==> src/rtl/etfp_pkg.sv <==
// ----------------------------------------------------------------------------
// etfp_pkg: shared types and constants for the escape-time fractal pixel
// Word formats, datapath command codes, register indexes and the colour
// palette.
// ----------------------------------------------------------------------------
package etfp_pkg;

	localparam int FRAC_BITS      = 28;
	localparam int MAX_ITERATIONS = 255;

	localparam int COORD_W  = 32;   // config registers and c
	localparam int COLUMN_W = 10;
	localparam int ROW_W    = 9;
	localparam int COUNT_W  = 8;
	localparam int CHAN_W   = 8;
	localparam int POS_W    = 33;   // real part after its update
	localparam int IMAG_W   = 34;   // imaginary part after its update
	localparam int SQ_W     = 37;   // x2, y2 as held between iterations
	localparam int OPND_W   = 34;   // shared multiplier operand
	localparam int PROD_W   = 2 * OPND_W;
	localparam int SUM_W    = COORD_W + 12;  // start + index * step
	localparam int CFG_INDEX_W = 2;
	localparam int PAL_IDX_W   = 4;

	localparam logic [SQ_W:0] ESCAPE_LIMIT = (SQ_W + 1)'(64'd4 << FRAC_BITS);
	localparam logic [COUNT_W-1:0] COUNT_MAX  = COUNT_W'(MAX_ITERATIONS);
	localparam logic [COUNT_W-1:0] COUNT_LAST = COUNT_W'(MAX_ITERATIONS - 1);

	typedef enum logic [CFG_INDEX_W-1:0] {
		REG_X_START = 2'd0,
		REG_X_STEP  = 2'd1,
		REG_Y_START = 2'd2,
		REG_Y_STEP  = 2'd3
	} cfg_reg_t;

	typedef struct packed {
		logic [COLUMN_W-1:0] column;
		logic [ROW_W-1:0]    row;
	} pixel_t;

	typedef struct packed {
		logic [CHAN_W-1:0]  red;
		logic [CHAN_W-1:0]  green;
		logic [CHAN_W-1:0]  blue;
		logic [COUNT_W-1:0] iteration_count;
	} result_t;

	typedef struct packed {
		logic [CHAN_W-1:0] red;
		logic [CHAN_W-1:0] green;
		logic [CHAN_W-1:0] blue;
	} colour_t;

	typedef enum logic [2:0] {
		OP_HOLD,
		OP_CX,
		OP_CY,
		OP_INIT,
		OP_MUL,
		OP_SQX,
		OP_SQY
	} dp_op_t;

	typedef struct packed {
		dp_op_t             op;
		logic               capture;
		logic               load_out;
		logic [COUNT_W-1:0] count;
	} dp_cmd_t;

	typedef struct packed {
		logic escaped;
	} dp_status_t;

	function automatic colour_t palette_lookup(input logic [PAL_IDX_W-1:0] idx);
		colour_t c;
		case (idx)
			4'd0:    c = {8'd9,   8'd1,   8'd47};
			4'd1:    c = {8'd4,   8'd4,   8'd73};
			4'd2:    c = {8'd0,   8'd7,   8'd100};
			4'd3:    c = {8'd12,  8'd44,  8'd138};
			4'd4:    c = {8'd24,  8'd82,  8'd177};
			4'd5:    c = {8'd57,  8'd125, 8'd209};
			4'd6:    c = {8'd134, 8'd181, 8'd229};
			4'd7:    c = {8'd211, 8'd236, 8'd248};
			4'd8:    c = {8'd241, 8'd233, 8'd191};
			4'd9:    c = {8'd248, 8'd201, 8'd95};
			4'd10:   c = {8'd255, 8'd170, 8'd0};
			4'd11:   c = {8'd204, 8'd128, 8'd0};
			4'd12:   c = {8'd153, 8'd87,  8'd0};
			4'd13:   c = {8'd106, 8'd52,  8'd3};
			4'd14:   c = {8'd66,  8'd30,  8'd15};
			4'd15:   c = {8'd25,  8'd7,   8'd26};
			default: c = '0;
		endcase
		return c;
	endfunction

endpackage

==> src/rtl/etfp_datapath.sv <==
// ----------------------------------------------------------------------------
// etfp_datapath: coordinate and iteration datapath
// Holds the config registers, forms c, runs z = z^2 + c through one shared
// signed multiplier and holds the result word.
// ----------------------------------------------------------------------------
module etfp_datapath import etfp_pkg::*; (
	input  logic                   clk,
	input  logic                   arst_n,
	input  logic                   cfg_write,
	input  logic [CFG_INDEX_W-1:0] cfg_index,
	input  logic [COORD_W-1:0]     cfg_data,
	input  pixel_t                 pixel_data,
	input  dp_cmd_t                cmd,
	output dp_status_t             status,
	output result_t                result_data
);

	logic [COORD_W-1:0] x_start_q, x_step_q, y_start_q, y_step_q;

	logic [COLUMN_W-1:0] column_q;
	logic [ROW_W-1:0]    row_q;
	logic [COORD_W-1:0]  cx_q, cy_q;
	logic [PROD_W-1:0]   prod_q;
	logic [POS_W-1:0]    x_q;
	logic [IMAG_W-1:0]   y_q;
	logic [SQ_W-1:0]     x2_q, y2_q;
	result_t             result_q;

	logic signed [OPND_W-1:0] mul_a, mul_b;
	logic signed [PROD_W-1:0] mul_p;
	logic [SUM_W-1:0]  coord_start, coord_sum;
	logic [IMAG_W-1:0] y_next;
	logic [SQ_W:0]     x_diff, mag_sum;
	logic [SQ_W-1:0]   sq_next;
	colour_t           colour;

	function automatic logic [COORD_W-1:0] sat_coord(input logic [SUM_W-1:0] v);
		logic [SUM_W-COORD_W:0] top;
		top = v[SUM_W-1:COORD_W-1];
		if ((&top) || !(|top))
			return v[COORD_W-1:0];
		else if (v[SUM_W-1])
			return {1'b1, {(COORD_W-1){1'b0}}};
		else
			return {1'b0, {(COORD_W-1){1'b1}}};
	endfunction

	always_ff @(posedge clk or negedge arst_n) begin
		if (!arst_n) begin
			x_start_q <= '0;
			x_step_q  <= '0;
			y_start_q <= '0;
			y_step_q  <= '0;
		end else if (cfg_write) begin
			case (cfg_reg_t'(cfg_index))
				REG_X_START: x_start_q <= cfg_data;
				REG_X_STEP:  x_step_q  <= cfg_data;
				REG_Y_START: y_start_q <= cfg_data;
				REG_Y_STEP:  y_step_q  <= cfg_data;
				default: ;
			endcase
		end
	end

	// shared multiplier: index * step, 2xy, x*x, y*y
	always_comb begin
		mul_a = '0;
		mul_b = '0;
		case (cmd.op)
			OP_CX: begin
				mul_a = {{(OPND_W-COLUMN_W){1'b0}}, column_q};
				mul_b = {{(OPND_W-COORD_W){x_step_q[COORD_W-1]}}, x_step_q};
			end
			OP_CY: begin
				mul_a = {{(OPND_W-ROW_W){1'b0}}, row_q};
				mul_b = {{(OPND_W-COORD_W){y_step_q[COORD_W-1]}}, y_step_q};
			end
			OP_MUL: begin
				mul_a = {x_q, 1'b0};
				mul_b = y_q;
			end
			OP_SQX: begin
				mul_a = {{(OPND_W-POS_W){x_q[POS_W-1]}}, x_q};
				mul_b = {{(OPND_W-POS_W){x_q[POS_W-1]}}, x_q};
			end
			OP_SQY: begin
				mul_a = y_q;
				mul_b = y_q;
			end
			default: ;
		endcase
	end

	assign mul_p = mul_a * mul_b;

	// start value for whichever coordinate the product in prod_q belongs to
	assign coord_start = (cmd.op == OP_CY)
		? {{(SUM_W-COORD_W){x_start_q[COORD_W-1]}}, x_start_q}
		: {{(SUM_W-COORD_W){y_start_q[COORD_W-1]}}, y_start_q};
	assign coord_sum = coord_start + prod_q[SUM_W-1:0];

	// floor(2xy / 2^F) is an arithmetic shift of the signed product
	assign y_next = prod_q[FRAC_BITS+IMAG_W-1:FRAC_BITS]
		+ {{(IMAG_W-COORD_W){cy_q[COORD_W-1]}}, cy_q};
	assign x_diff = {1'b0, x2_q} - {1'b0, y2_q}
		+ {{(SQ_W+1-COORD_W){cx_q[COORD_W-1]}}, cx_q};
	assign sq_next = mul_p[FRAC_BITS+SQ_W-1:FRAC_BITS];
	assign mag_sum = {1'b0, x2_q} + {1'b0, y2_q};

	always_ff @(posedge clk) begin
		if (cmd.capture) begin
			column_q <= pixel_data.column;
			row_q    <= pixel_data.row;
		end
		case (cmd.op)
			OP_CX: prod_q <= mul_p;
			OP_CY: begin
				prod_q <= mul_p;
				cx_q   <= sat_coord(coord_sum);
			end
			OP_INIT: begin
				cy_q <= sat_coord(coord_sum);
				x_q  <= '0;
				y_q  <= '0;
				x2_q <= '0;
				y2_q <= '0;
			end
			OP_MUL: begin
				prod_q <= mul_p;
				x_q    <= x_diff[POS_W-1:0];
			end
			OP_SQX: begin
				y_q  <= y_next;
				x2_q <= sq_next;
			end
			OP_SQY: y2_q <= sq_next;
			default: ;
		endcase
		if (cmd.load_out)
			result_q <= {colour, cmd.count};
	end

	assign colour = (cmd.count == COUNT_MAX) ? '0 : palette_lookup(cmd.count[PAL_IDX_W-1:0]);

	assign status.escaped = (mag_sum > ESCAPE_LIMIT);
	assign result_data    = result_q;

endmodule

==> src/rtl/etfp_ctrl.sv <==
// ----------------------------------------------------------------------------
// etfp_ctrl: sequencer for the escape-time fractal pixel
// Steps the datapath through coordinate set-up and the three-phase
// iteration, counts iterations and owns the result word's valid.
// ----------------------------------------------------------------------------
module etfp_ctrl import etfp_pkg::*; (
	input  logic       clk,
	input  logic       arst_n,
	input  logic       pixel_valid,
	output logic       pixel_ready,
	output logic       result_valid,
	input  logic       result_ready,
	input  dp_status_t status,
	output dp_cmd_t    cmd
);

	typedef enum logic [7:0] {
		S_IDLE = 8'b0000_0001,
		S_CX   = 8'b0000_0010,
		S_CY   = 8'b0000_0100,
		S_INIT = 8'b0000_1000,
		S_MUL  = 8'b0001_0000,
		S_SQX  = 8'b0010_0000,
		S_SQY  = 8'b0100_0000,
		S_DONE = 8'b1000_0000
	} state_t;

	state_t             state_q, state_d;
	logic [COUNT_W-1:0] it_q, count_q, fin_count;
	logic               pend_q;   // an iteration has completed since set-up
	logic               result_valid_q;
	logic               finish, step;

	always_comb begin
		state_d     = state_q;
		cmd.op      = OP_HOLD;
		cmd.capture = 1'b0;
		cmd.load_out = 1'b0;
		cmd.count   = count_q;
		finish      = 1'b0;
		fin_count   = count_q;
		step        = 1'b0;
		case (state_q)
			S_IDLE: begin
				cmd.capture = pixel_valid;
				if (pixel_valid)
					state_d = S_CX;
			end
			S_CX: begin
				cmd.op  = OP_CX;
				state_d = S_CY;
			end
			S_CY: begin
				cmd.op  = OP_CY;
				state_d = S_INIT;
			end
			S_INIT: begin
				cmd.op  = OP_INIT;
				state_d = S_MUL;
			end
			S_MUL: begin
				// op kept off the escape test; a finished pixel just drops the product
				cmd.op = OP_MUL;
				// escape test on the iteration just finished
				if (pend_q && status.escaped) begin
					finish    = 1'b1;
					fin_count = it_q;
					state_d   = S_DONE;
				end else if (pend_q && it_q == COUNT_LAST) begin
					finish    = 1'b1;
					fin_count = COUNT_MAX;
					state_d   = S_DONE;
				end else begin
					step    = pend_q;
					state_d = S_SQX;
				end
			end
			S_SQX: begin
				cmd.op  = OP_SQX;
				state_d = S_SQY;
			end
			S_SQY: begin
				cmd.op  = OP_SQY;
				state_d = S_MUL;
			end
			S_DONE: begin
				if (!result_valid_q || result_ready) begin
					cmd.load_out = 1'b1;
					state_d      = S_IDLE;
				end
			end
			default: state_d = S_IDLE;
		endcase
	end

	always_ff @(posedge clk or negedge arst_n) begin
		if (!arst_n) begin
			state_q        <= S_IDLE;
			it_q           <= '0;
			count_q        <= '0;
			pend_q         <= 1'b0;
			result_valid_q <= 1'b0;
		end else begin
			state_q <= state_d;
			if (state_q == S_INIT) begin
				it_q   <= '0;
				pend_q <= 1'b0;
			end else begin
				if (step)
					it_q <= it_q + 1'b1;
				if (state_q == S_SQY)
					pend_q <= 1'b1;
			end
			if (finish)
				count_q <= fin_count;
			if (cmd.load_out)
				result_valid_q <= 1'b1;
			else if (result_ready)
				result_valid_q <= 1'b0;
		end
	end

	assign pixel_ready  = (state_q == S_IDLE);
	assign result_valid = result_valid_q;

endmodule

==> src/rtl/escape_time_fractal_pixel.sv <==
// ----------------------------------------------------------------------------
// escape_time_fractal_pixel: Mandelbrot escape-time pixel in fixed point
// Maps a pixel to c = start + index * step (signed, 28 fraction bits),
// iterates z = z^2 + c and returns the escape count with a palette colour.
// ----------------------------------------------------------------------------
// One pixel word is taken at a time. After acceptance the block forms c in
// the states S_CX, S_CY and S_INIT, then runs each iteration through S_MUL,
// S_SQX and S_SQY (2xy, x*x, y*y all go through the single shared 34x34
// multiplier), makes the final escape test in S_MUL and loads the result
// register in S_DONE. The result word sits in its own register and is held
// until taken; the next pixel is accepted as soon as the previous result has
// moved into that register. Config registers may be written only while the
// block is idle.
module escape_time_fractal_pixel import etfp_pkg::*; (
	input  logic                   clk,
	input  logic                   arst_n,
	input  logic                   cfg_write,
	input  logic [CFG_INDEX_W-1:0] cfg_index,
	input  logic [COORD_W-1:0]     cfg_data,
	input  logic                   pixel_valid,
	output logic                   pixel_ready,
	input  pixel_t                 pixel_data,
	output logic                   result_valid,
	input  logic                   result_ready,
	output result_t                result_data
);

	dp_cmd_t    cmd;
	dp_status_t status;

	etfp_ctrl u_ctrl (
		.clk          (clk),
		.arst_n       (arst_n),
		.pixel_valid  (pixel_valid),
		.pixel_ready  (pixel_ready),
		.result_valid (result_valid),
		.result_ready (result_ready),
		.status       (status),
		.cmd          (cmd)
	);

	etfp_datapath u_datapath (
		.clk         (clk),
		.arst_n      (arst_n),
		.cfg_write   (cfg_write),
		.cfg_index   (cfg_index),
		.cfg_data    (cfg_data),
		.pixel_data  (pixel_data),
		.cmd         (cmd),
		.status      (status),
		.result_data (result_data)
	);

endmodule

==> config.mk <==
export PLATFORM = sky130hd
export DESIGN_NAME = escape_time_fractal_pixel
export DESIGN_NICKNAME = d
export VERILOG_FILES = /design/src/rtl/etfp_pkg.sv /design/src/rtl/etfp_datapath.sv /design/src/rtl/etfp_ctrl.sv /design/src/rtl/escape_time_fractal_pixel.sv
export SDC_FILE = /design/constraint.sdc
export NUM_CORES = 2
export LEC_CHECK = 0
export BUFFER_PORTS_ARGS = -buffer_cell sky130_fd_sc_hd__buf_4
export CAP_MARGIN = 20
export CORE_MARGIN = 10
export CORE_UTILIZATION = 65
export DETAILED_ROUTE_END_ITERATION = 10
export PLACE_DENSITY_LB_ADDON = 0.1
export SYNTH_ARGS = -nofsm -noshare
export SYNTH_HDL_FRONTEND = slang
export SYNTH_HIERARCHICAL = 1
export SYNTH_SLANG_ARGS = --single-unit
==> constraint.sdc <==
create_clock -name clk -period 20.6 [get_ports clk]
set_input_delay 4.12 -clock clk [delete_from_list [all_inputs] [get_ports clk]]
set_output_delay 4.12 -clock clk [all_outputs]
set_load 0.02 [all_outputs]
==> summary.md <==
| Metric | Value |
|---|---|
| Netlist cell types | `101` |
| Drt initial violations | `5232` |
| Antenna-violating nets left | `0` |
| Worst path slowest cell | `fa_1` |
| Initial antenna violation count | `11` |
| Final nets | `8602` |
| Syn Area/Cell | `9.652 µm²` |
| Critical Path AT | `13.59 ns` |
| Placement Setup Slack | `7.680 ns` |
| Most common cell after layout, fill and taps aside | `inv_1` |
| CTS Sinks | `472` |
| Max Cap Viol | `0` |
| CTS resizes | `0` |
| RSZ-0062 raised after global routing | `false` |
| Area Overhead vs Synth | `6.816%` |
| Hold-fix buffers, CTS | `0` |
| Register bit total from synthesis | `472` |
| Skew-Pair Late Insertion Delay | `0.63 ns` |
| Die height | `341.7 µm` |
| Row count | `117` |
| Setup Buffers After CTS | `0` |
| Vias in the first global route | `53220` |
| Drt total wl | `216700 µm` |
| Power Total | `4.860 mW` |
| Layout Utilization | `70.21%` |
| WL per Instance | `25.92 µm` |
| Peak VDD IR | `0.1182 mV` |
| Cell accounting for the most synthesized area | `fa_1` |
| Largest cells by area after synthesis | `fa_1, edfxtp_1, inv_1` |
| Post-synth EDFFs | `318` |
| Critical path type | `register to register` |
| Crit path launch type | `register` |
| Final setup fails | `0` |
| Synth warn | `6` |
| Leak | `33.70 nW` |
| Initial Utilization | `65.73%` |
| CP startpoint | `u_ctrl/state_q[4]$_DFFE_PN0P_` |
| CP max FO | `62` |
| Core ar. | `0.1023 mm²` |
| Horiz. Die Dim | `341.7 µm` |
| Worst Slack Setup Final | `7.364 ns` |
| Vias | `51400` |
| Worst-case clock buffer depth | `3` |
| Drt via density | `6.149` |
| Async S/R FF share, synth | `32.63%` |
| CP peak stage delay | `0.91 ns` |
| Skew final | `0.03058 ns` |
| Sequential fraction of the synthesis area | `19.93%` |
| Hold Path Class | `register to register` |
| CP Capture Type | `register` |
| Maximum clock frequency | `0.07555 GHz` |
| # H-tree levels | `2` |
| Synth Cell Area | `0.06726 mm²` |
| Detailed Place HPWL | `171800 µm` |
| Post-synth top area share | `36.94%` |
| Outcome | `finished clean` |
| Reg clk slew, reported paths | `0.06 ns` |
| Post-synth net total | `8623` |
| Reg-to-reg startpoint | `u_ctrl/state_q[4]$_DFFE_PN0P_` |
| I/O Buffers | `91` |
| Share of cells above drive strength 1 | `8.355%` |
| WP data required | `20.95 ns` |
| Count of pins over their slew limit | `0` |
| Top FF cell, synth | `edfxtp_1` |
| Number of remaining DRC errors | `0` |
| Total CTS buffers | `51` |
| DIE AREA | `0.1167 mm²` |
| Least-Margin Pin Slew | `1.230 ns` |
| Placed Area | `0.06987 mm²` |
| Crit path top cell by count | `fa_1` |
| Post-Synthesis Cells | `6968` |
| Metal3 WL | `28410 µm` |
| Final period util | `64.25%` |
| First-pass DRT Iterations | `6` |
| CTS tree | `built` |
| Overflow after GRT | `0` |
| GRT Total Usage | `37.75%` |
| Met2 routed WL | `92850 µm` |
| Worst min-delay path startpoint | `u_ctrl/count_q[5]$_DFFE_PN0P_` |
| Design area | `0.07184 mm²` |
| Met1 Routed Length | `82260 µm` |
| Final min period | `13.24 ns` |
| Routability Congestion | `1.009` |
| Commonest non-fill, non-tap cells in the layout | `inv_1, fa_1, nor2_1, nand2_1, ha_1` |
| Worst slew margin | `17.97%` |
| Root buf cell | `clkbuf_16` |
| I/O pins | `92` |
| Max Used Layer | `met5` |
| Largest net degree at the start of global routing | `108` |
| Setup TNS | `0 ns` |
| PwrDens | `67.64 mW/mm²` |
| Endpoints failing hold | `0` |
| First-pass GRT wire length | `331000 µm` |
where the power goes:
group | internal [mW] | switching (mW) | total (mW)
logic | 0.775 | 1.75 | 2.53
registers | 1.21 | 0.0993 | 1.31
clock network | 0.599 | 0.421 | 1.02
worst max-delay path, delay by kind of cell (launching register included):
kind / cells / cell delay [ns]
compound gates: 5 / 1.85
xor+xnor: 1 / 0.24
fa+ha+maj: 9 / 4.94
buf+inv: 9 / 3.21
flops: 1 / 0.47
simple gates: 9 / 2.12
flip-flops by register name, summed over array words and instances (netlist names), 33 cells and up:
name	cells
u_datapath/prod_q	62
u_datapath/x2_q	37
u_datapath/x_q	33
u_datapath/y2_q	37
u_datapath/y_q	34
layout make-up:
cell class	count	area, µm²
fillers	7836	30480
flip-flops and latches	472	13400
well taps	1368	1712
diodes	1	2.502
multi-input cells	4808	47840
clock inverters	27	404.1
clock buffers	69	1446
inverters	1376	5165
repair buffers	238	1869
Yosys cell counts, drive strengths merged (8+ instances only):
cell	count
a2111oi	9
a211o	9
a211oi	31
a21o	106
a21oi	222
a221o	28
a221oi	35
a22o	30
a22oi	19
a31oi	27
and2	59
and3	29
buf	44
clkbuf	268
dfrtp	153
edfxtp	318
fa	1241
ha	356
inv	1374
mux2	164
mux2i	50
nand2	717
nand2b	46
nand3	40
nand3b	12
nand4	37
nor2	865
nor2b	33
nor3	46
nor3b	12
nor4	12
o2111ai	8
o211ai	11
o21a	35
o21ai	155
o21bai	32
o22ai	17
o31ai	13
or2	12
or3	12
or4	8
xnor2	106
xor2	74
per-layer routing:
layer | up-vias | track usage [%]
met5 | - | 0
met4 | 10 | 18.10
met3 | 624 | 12.26
met2 | 3122 | 55.06
met1 | 25850 | 50.90
li1 | 21800 | -
stage by stage:
stage	hold slack, ns	std cells
6_report	0.4790	8359
4_1_cts	0.4805	8352
3_3_place_gp	0.4606	8256
3_5_place_dp	0.4656	8256
2_1_floorplan	0.4462	6968
5_1_grt	0.4957	8358
path summary, 6_finish.rpt:
check                                                            to  slack (ns)  cells after the start
worst max-delay path              u_datapath/y2_q[36]$_SDFFCE_PP0P_        7.36                     33
min in group asynchronous             u_ctrl/state_q[1]$_DFFE_PN0P_        3.64                      1
worst min-delay path            u_datapath/result_data[5]$_DFFE_PP_        0.48                      0
max in group asynchronous       u_datapath/y_step_q[22]$_DFFE_PN0P_       15.66                      2
worst max register to register    u_datapath/y2_q[36]$_SDFFCE_PP0P_        7.36                     33
worst min register to register  u_datapath/result_data[5]$_DFFE_PP_        0.48                      0
cell families (layout without fill, tap and decap cells):
kind of cell	Yosys count	in the layout	share of synthesized area, %
xor+xnor	181	181	2.377
buf+inv	1688	1710	9.530
fa+ha+maj	1597	1597	43.56
flops	472	472	19.93
compound gates	850	850	8.595
simple gates	1965	1965	12.48
other cells	0	1	0
mux	215	215	3.523
No activity file was read; power rests on OpenSTA's default activity.
